==> config.mk <==
export PLATFORM = sky130hd
export DESIGN_NAME = ihc_parse
export DESIGN_NICKNAME = d
export VERILOG_FILES = /design/src/hw/rtl/ihc_pkg.sv /design/src/hw/rtl/ihc_parse.sv
export SDC_FILE = /design/constraint.sdc
export NUM_CORES = 1
export LEC_CHECK = 0
export ABC_CLOCK_PERIOD_IN_PS = 11200
export BUFFER_PORTS_ARGS = -buffer_cell sky130_fd_sc_hd__buf_2
export CORE_MARGIN = 3
export CORE_UTILIZATION = 56
export DETAILED_ROUTE_END_ITERATION = 8
export GPL_ROUTABILITY_DRIVEN = 1
export HOLD_SLACK_MARGIN = 0.08
export MAX_ROUTING_LAYER = met4
export PLACE_DENSITY = 0.82
export SYNTH_ARGS = -nofsm -noshare
export SYNTH_HDL_FRONTEND = slang
export SYNTH_SLANG_ARGS = --single-unit
==> constraint.sdc <==
create_clock -name clk_i -period 11.2 [get_ports clk_i]
set_input_delay 0.56 -clock clk_i [delete_from_list [all_inputs] [get_ports clk_i]]
set_output_delay 0.56 -clock clk_i [all_outputs]
set_load 0.005 [all_outputs]
==> src/hw/rtl/ihc_pkg.sv <==
// ----------------------------------------------------------------------------
// IPv4 header checker package
// Shared constants, types and the one's-complement adder.
// ----------------------------------------------------------------------------
package ihc_pkg;

  localparam int unsigned HeaderBytes = 20;
  localparam int unsigned CountW      = $clog2(HeaderBytes + 1);
  localparam int unsigned CfgIdxW     = 2;

  localparam logic [15:0] SumGood          = 16'hFFFF;
  localparam logic [31:0] LocalAddrReset   = 32'h0A00_0002;
  localparam logic [31:0] BcastAddrReset   = 32'h0A00_00FF;
  localparam logic [7:0]  ProtoReset       = 8'h11;

  localparam logic [CountW-1:0] IdxLenHi   = CountW'(2);
  localparam logic [CountW-1:0] IdxLenLo   = CountW'(3);
  localparam logic [CountW-1:0] IdxProto   = CountW'(9);
  localparam logic [CountW-1:0] IdxSrcFirst = CountW'(12);
  localparam logic [CountW-1:0] IdxSrcLast  = CountW'(15);
  localparam logic [CountW-1:0] IdxDstFirst = CountW'(16);
  localparam logic [CountW-1:0] IdxDstLast  = CountW'(19);
  localparam logic [CountW-1:0] IdxLast     = CountW'(HeaderBytes - 1);
  localparam logic [CountW-1:0] CountFull   = CountW'(HeaderBytes);

  typedef enum logic [1:0] {
    VERDICT_OK        = 2'd0,
    VERDICT_BAD_SUM   = 2'd1,
    VERDICT_BAD_DEST  = 2'd2,
    VERDICT_BAD_PROTO = 2'd3
  } verdict_e;

  typedef enum logic [CfgIdxW-1:0] {
    CFG_LOCAL_ADDR = 2'd0,
    CFG_BCAST_ADDR = 2'd1,
    CFG_PROTOCOL   = 2'd2
  } cfg_index_e;

  typedef struct packed {
    logic [31:0] local_address;
    logic [31:0] broadcast_address;
    logic [7:0]  accepted_protocol;
  } ihc_cfg_t;

  typedef struct packed {
    verdict_e    verdict;
    logic [15:0] total_length;
    logic [7:0]  protocol_number;
    logic [31:0] source_address;
    logic [31:0] dest_address;
  } ihc_result_t;

  typedef struct packed {
    logic out_valid;
    logic skid_full;
  } ihc_buf_status_t;

  function automatic logic [15:0] oc_add(input logic [15:0] a, input logic [15:0] b);
    logic [16:0] s;
    logic [16:0] f;
    s = {1'b0, a} + {1'b0, b};
    f = {1'b0, s[15:0]} + {16'd0, s[16]};
    return f[15:0];
  endfunction

endpackage

==> src/hw/rtl/ihc_parse.sv <==
// ----------------------------------------------------------------------------
// IPv4 header parser
// Keeps the octet count, checksum and captured fields, and forms the verdict
// on the last header octet.
// ----------------------------------------------------------------------------
module ihc_parse (
  input  logic                clk_i,
  input  logic                rst_ni,
  input  logic                accept_i,
  input  logic [7:0]          header_byte_i,
  input  logic                first_byte_i,
  input  ihc_pkg::ihc_cfg_t   cfg_i,
  output logic                res_valid_o,
  output ihc_pkg::ihc_result_t res_o
);
  import ihc_pkg::*;

  logic [CountW-1:0] count_q, count_d, cnt;
  logic [15:0]       sum_q, sum_d, sum_base, sum_final;
  logic [7:0]        pend_q, pend_d, pend_base;
  logic [15:0]       len_q, len_d;
  logic [7:0]        proto_q, proto_d;
  logic [31:0]       src_q, src_d;
  logic [31:0]       dst_q, dst_d;
  logic              active;
  logic              last;

  always_comb begin
    cnt       = first_byte_i ? '0 : count_q;
    sum_base  = first_byte_i ? '0 : sum_q;
    pend_base = first_byte_i ? '0 : pend_q;
    active    = accept_i && (cnt < CountFull);
    last      = active && (cnt == IdxLast);

    count_d = count_q;
    sum_d   = sum_q;
    pend_d  = pend_q;
    len_d   = len_q;
    proto_d = proto_q;
    src_d   = src_q;
    dst_d   = dst_q;

    if (active) begin
      count_d = cnt + CountW'(1);
      if (cnt[0]) begin
        sum_d  = oc_add(sum_base, {pend_base, header_byte_i});
        pend_d = pend_base;
      end else begin
        sum_d  = sum_base;
        pend_d = header_byte_i;
      end
      if (cnt == IdxLenHi || cnt == IdxLenLo) begin
        len_d = {len_q[7:0], header_byte_i};
      end else if (cnt == IdxProto) begin
        proto_d = header_byte_i;
      end else if (cnt >= IdxSrcFirst && cnt <= IdxSrcLast) begin
        src_d = {src_q[23:0], header_byte_i};
      end else if (cnt >= IdxDstFirst && cnt <= IdxDstLast) begin
        dst_d = {dst_q[23:0], header_byte_i};
      end
    end else if (accept_i && first_byte_i) begin
      count_d = cnt;
      sum_d   = sum_base;
      pend_d  = pend_base;
    end

    // A lone final octet of an odd-length header pads with a zero low octet.
    sum_final = cnt[0] ? sum_d : oc_add(sum_d, {header_byte_i, 8'h00});
  end

  always_ff @(posedge clk_i or negedge rst_ni) begin
    if (!rst_ni) begin
      count_q <= '0;
      sum_q   <= '0;
      pend_q  <= '0;
      len_q   <= '0;
      proto_q <= '0;
      src_q   <= '0;
      dst_q   <= '0;
    end else begin
      count_q <= count_d;
      sum_q   <= last ? sum_final : sum_d;
      pend_q  <= pend_d;
      len_q   <= len_d;
      proto_q <= proto_d;
      src_q   <= src_d;
      dst_q   <= dst_d;
    end
  end

  always_comb begin
    res_valid_o           = last;
    res_o.total_length    = len_d;
    res_o.protocol_number = proto_d;
    res_o.source_address  = src_d;
    res_o.dest_address    = dst_d;
    if (sum_final != SumGood) begin
      res_o.verdict = VERDICT_BAD_SUM;
    end else if (dst_d != cfg_i.local_address && dst_d != cfg_i.broadcast_address) begin
      res_o.verdict = VERDICT_BAD_DEST;
    end else if (proto_d != cfg_i.accepted_protocol) begin
      res_o.verdict = VERDICT_BAD_PROTO;
    end else begin
      res_o.verdict = VERDICT_OK;
    end
  end

endmodule

==> After elaboration in Yosys (flattened, before gate mapping) <==
Cells that the tools add are included.
{ "op_classes": {"add_sub_neg": 5, "n_eq_ne": 8, "n_reduce_logical": 8, "mux": 30, "order_cmp": 5} }
{ "ops": {"columns": ["op", "count"], "rows": [
  ["$mux W32", 9],
  ["$mux W16", 8],
  ["$ne A32 B32 Y1", 2],
  ["$mux W8", 7],
  ["$add A16 B16 Y17", 2],
  ["$add A16 B1 Y16", 2],
  ["$ne A16 B16 Y1 const B", 1],
  ["$mux W5", 3],
  ["$eq A5 B2 Y1 const B", 2],
  ["$ne A8 B8 Y1", 1],
  ["$logic_and A1 B1 Y1", 6],
  ["$mux W2", 3],
  ["$add A5 B1 Y5 const B", 1],
  ["$eq A5 B4 Y1 const B", 1],
  ["$eq A5 B5 Y1 const B", 1],
  ["$ge A5 B4 Y1 const B", 1],
  ["$ge A5 B5 Y1 const B", 1],
  ["$le A5 B4 Y1 const B", 1],
  ["$le A5 B5 Y1 const B", 1],
  ["$lt A5 B5 Y1 const B", 1],
  ["$reduce_bool A2 Y1", 1],
  ["$logic_or A1 B1 Y1", 1]
]} }
{ "word_totals": {"inputBits": 84, "register_bits": 117, "out_inout_bits": 91} }

==> Longest topological paths before layout <==
{ "depth": {"word_depth": 12, "depth_mapped": 45, "depth_no_buf": 40} }

==> Worst setup path before layout <==
No wires, ideal clock.
{ "synth_timing": {"path_kind": "in2out", "startpoint": "input port first_byte_i", "endpoint": "output port res_o[89] in the netlist's numbering", "path_buffers": 5, "slack_ns": 2.298, "path_stages": 45, "arrival_ns": 8.342, "cell_sequence": "buf_6 -> buf_4 -> buf_2 -> clkbuf_1 -> clkbuf_1 -> nor2b_1 -> ha_1 -> ha_1 -> a21boi_0 -> a2111oi_4 -> o221ai_1 -> or3_1 -> a21o_1 -> nand2b_1 -> a21oi_1 -> nor2_1 -> o21ai_0 -> nand2b_1 -> (+9 left out) -> ha_1 -> inv_1 -> fa_1 -> nand3b_1 -> nand2_1 -> a31oi_1 -> nor2b_1 -> o21ai_0 -> nand2b_1 -> ha_1 -> ha_1 -> and2_1 -> and2_1 -> a21boi_2 -> nand3_1 -> or4_1 -> a311oi_1 -> o2111a_1"} }
{ "synth_lines": {"columns": ["element", "line", "text"], "rows": [
  ["from (decl)", "ihc_parse.sv:11", "input logic first_byte_i,"],
  ["to (decl)", "ihc_parse.sv:14", "output ihc_pkg::ihc_result_t res_o"]
]} }

==> run summary <==
CTS Buf Count: 17
Sequential Power Share: 32.2%
Placed Area: 9430 um2
Arrival @ worst endpoint: 9.33 ns
ANT cells: 0
GPL Wtd Cong: 0.966
Dpl hpwl: 18,900 um
CP required: 10.64 ns
Final clock skew: 0.0156 ns
Met1 Resource Use GR: 37.5%
Final TNS setup: 0 ns
RSZ-0062 raised after global routing: no
CP max stage delay: 0.73 ns
CTS tree: done
Grt peak-use layer: met2
Critical path endpoint category: primary output
Post-synthesis async set-or-reset flop share: 100%
First-pass detailed-route iteration total: 5
Final min period: 9.89 ns
Post-synthesis cell area: 8460 um2
NetSw: 0.000850 W
Syn Area/Cell: 9.65 um2
Fmax: 101 MHz
Die area: 16,600 um2
Synth top area cells: dfrtp_1, mux2_2, xnor2_1
Number of H-tree levels: 4
Final WS setup: 1.31 ns
Most frequent cells in the layout: buf_2, dfrtp_1, mux2_2
PortBufs: 174
Outcome: finished, final reports clean
Endpoints failing setup: 0
Reg clk slew, reported paths: 0.07 ns
Die Y-Extent: 129 um
Clk pwr share: 25.1%
Final worst-path cycle share: 88.3%
Initial DRC count: 663
Post-Place Worst Slack: 1.59 ns
CP dominant cell by count: ha_1
Per-cell routed wire length: 20.6 um
Final hold vios: 0
Fin util: 68.4%
Hold WC Path Type: in -> async
Root Buffer: clkbuf_16
Total GRT Usage: 31.8%
DRC: 0
Mapped Cells: 877
Grt total ovfl: 0
Most common cell after layout, fill and taps aside: buf_2
Switch share: 39.8%
Yosys top cell by area: dfrtp_1
Post-placement cell count: 1,199
Fill count: 1,136
#FFs+latches synth: 117
Synth warn: 0
First-pass GRT wire length: 39,900 um
# rows: 44
Crit-path slowest cell: a2111oi_0
Count of cell types in the netlist: 88
Largest net degree at the start of global routing: 76
Register area share after synthesis: 34.6%
Top_reg_cell synth: dfrtp_1
IO Pins: 175
Share of the synthesized area in the top cell type: 34.6%
Total wire length: 25,300 um
DR vias/cell: 6.19
Final std cells w/o fill: 1,231
Met3 usage: 6.06%
Vias in the first global route: 7,560
Initial antenna violation count: 0
Post-synth EDFFs: 0
Combinational power share: 42.7%
Post-CTS Setup Inserts: 0
Rel. slew slack: 29.5%
Clock sink count: 117
Leak pwr: 4.59 nW
Critical path type: in -> out
Slew Viols, Final: 0
Layout cells sized above 1: 28.7%
Syn_nets: 991
Fin area: 10,000 um2
VDD IR max: 0.179 mV
Area grow syn2layout: 18.4%
Met2 usage: 53.4%
Layout net count: 1,148
Vias: 7,619
CTS-repair resized insts: 0
Clock Latency Late Sink: 0.42 ns
Initial Util: 57.8%
Core Area: 14,600 um2
Startpoint types: input port
Maxcap violations: 0
Hold buffer count at CTS: 0
Power per cell area: 213 nW/um2
Die X-Extent: 129 um
CTS Buffer Depth: 2
Antenna-violating nets left: 0
Design internal power: 0.00128 W
Worst-path maximum fanout: 53
Least-Margin Pin Slew: 1.06 ns
-- power groups by stage --
stage	Sequential (W)	Combinational, W	Clock (W)
finish	0.000687	0.000910	0.000536
global route	0.000705	0.000988	0.000561
CTS	0.000684	0.000905	0.000544
detailed placement	0.000687	0.000892	0
global placement	0.000677	0.000878	0
floorplan	0.000643	0.000593	0
-- cell families after synthesis --
logic type      share of synthesized area [%]
flops                                    34.6
mux                                      12.7
simple gates                             16.5
xor+xnor                                 12.0
fa+ha+maj                                4.53
compound gates                           15.6
buf+inv                                  4.07
-- final timing paths --
path / cells past startpoint / slack (ns) / to / from
min in group clk_i: 2 / 0.49 / pend_q[1] / pend_q[1]
max in group asynchronous: 2 / 9.73 / src_q[7] / rst_ni
worst max-delay path: 40 / 1.31 / res_o[89] / first_byte_i
worst min-delay path: 1 / 0.14 / len_q[15] / rst_ni
worst min register to register: 2 / 0.49 / pend_q[1] / pend_q[1]
worst max register to register: 37 / 2.98 / sum_q[12] / sum_q[7]
-- flip-flops by register name (all words and copies together), names as in the netlist --
register and flops:
count_q 5, dst_q 32, len_q 16, pend_q 8
proto_q 8, src_q 32, sum_q 16
-- Yosys cell counts (all sizes together), types with 11 or more instances --
master,instances
mux2i,32
nand2,63
nor2b,29
nand3,11
ha,29
o21ai,35
nand4,17
inv,42
xnor2,59
clkbuf,25
a21oi,35
dfrtp,117
buf,16
mux2,67
nor3,16
nor4,15
nor2,39
xor2,54
-- stage by stage --
stage	total power, W	hold slack, ns
2_1_floorplan	0.00124	0.264
3_3_place_gp	0.00155	0.455
3_5_place_dp	0.00158	0.463
4_1_cts	0.00213	0.141
5_1_grt	0.00225	0.185
6_report	0.00213	0.137
-- worst max-delay path: cells and delay by family --
family | cells | cell delay (ns)
AOI/OAI and AO/OA | 14 | 3.77
xor gates and xnor gates | 1 | 0.14
adders and majority gates | 7 | 1.89
buffers and inverters | 3 | 0.83
muxes | 1 | 0.13
and+or+nand+nor | 14 | 2.01
-- routing by layer --
layer	share of wire (%)	wire length, um	vias up
met5	0	0	-
met4	4.4	1110	0
met3	7.2	1830	80
met2	49	12500	365
met1	39	9870	3688
li1	-	-	3486
-- final cells by class --
cell class / count / area, um2 / share of cell area (%)
Inverter: 42 / 158 / 1.57
Sequential cell: 117 / 2930 / 29.2
Tap cell: 184 / 230 / 2.30
Clock inverter: 15 / 159 / 1.59
Timing Repair Buffer: 179 / 911 / 9.09
Clock buffer: 17 / 425 / 4.25
Multi-Input combinational cell: 677 / 5210 / 52.0
Power figures use the tool's default switching activity.
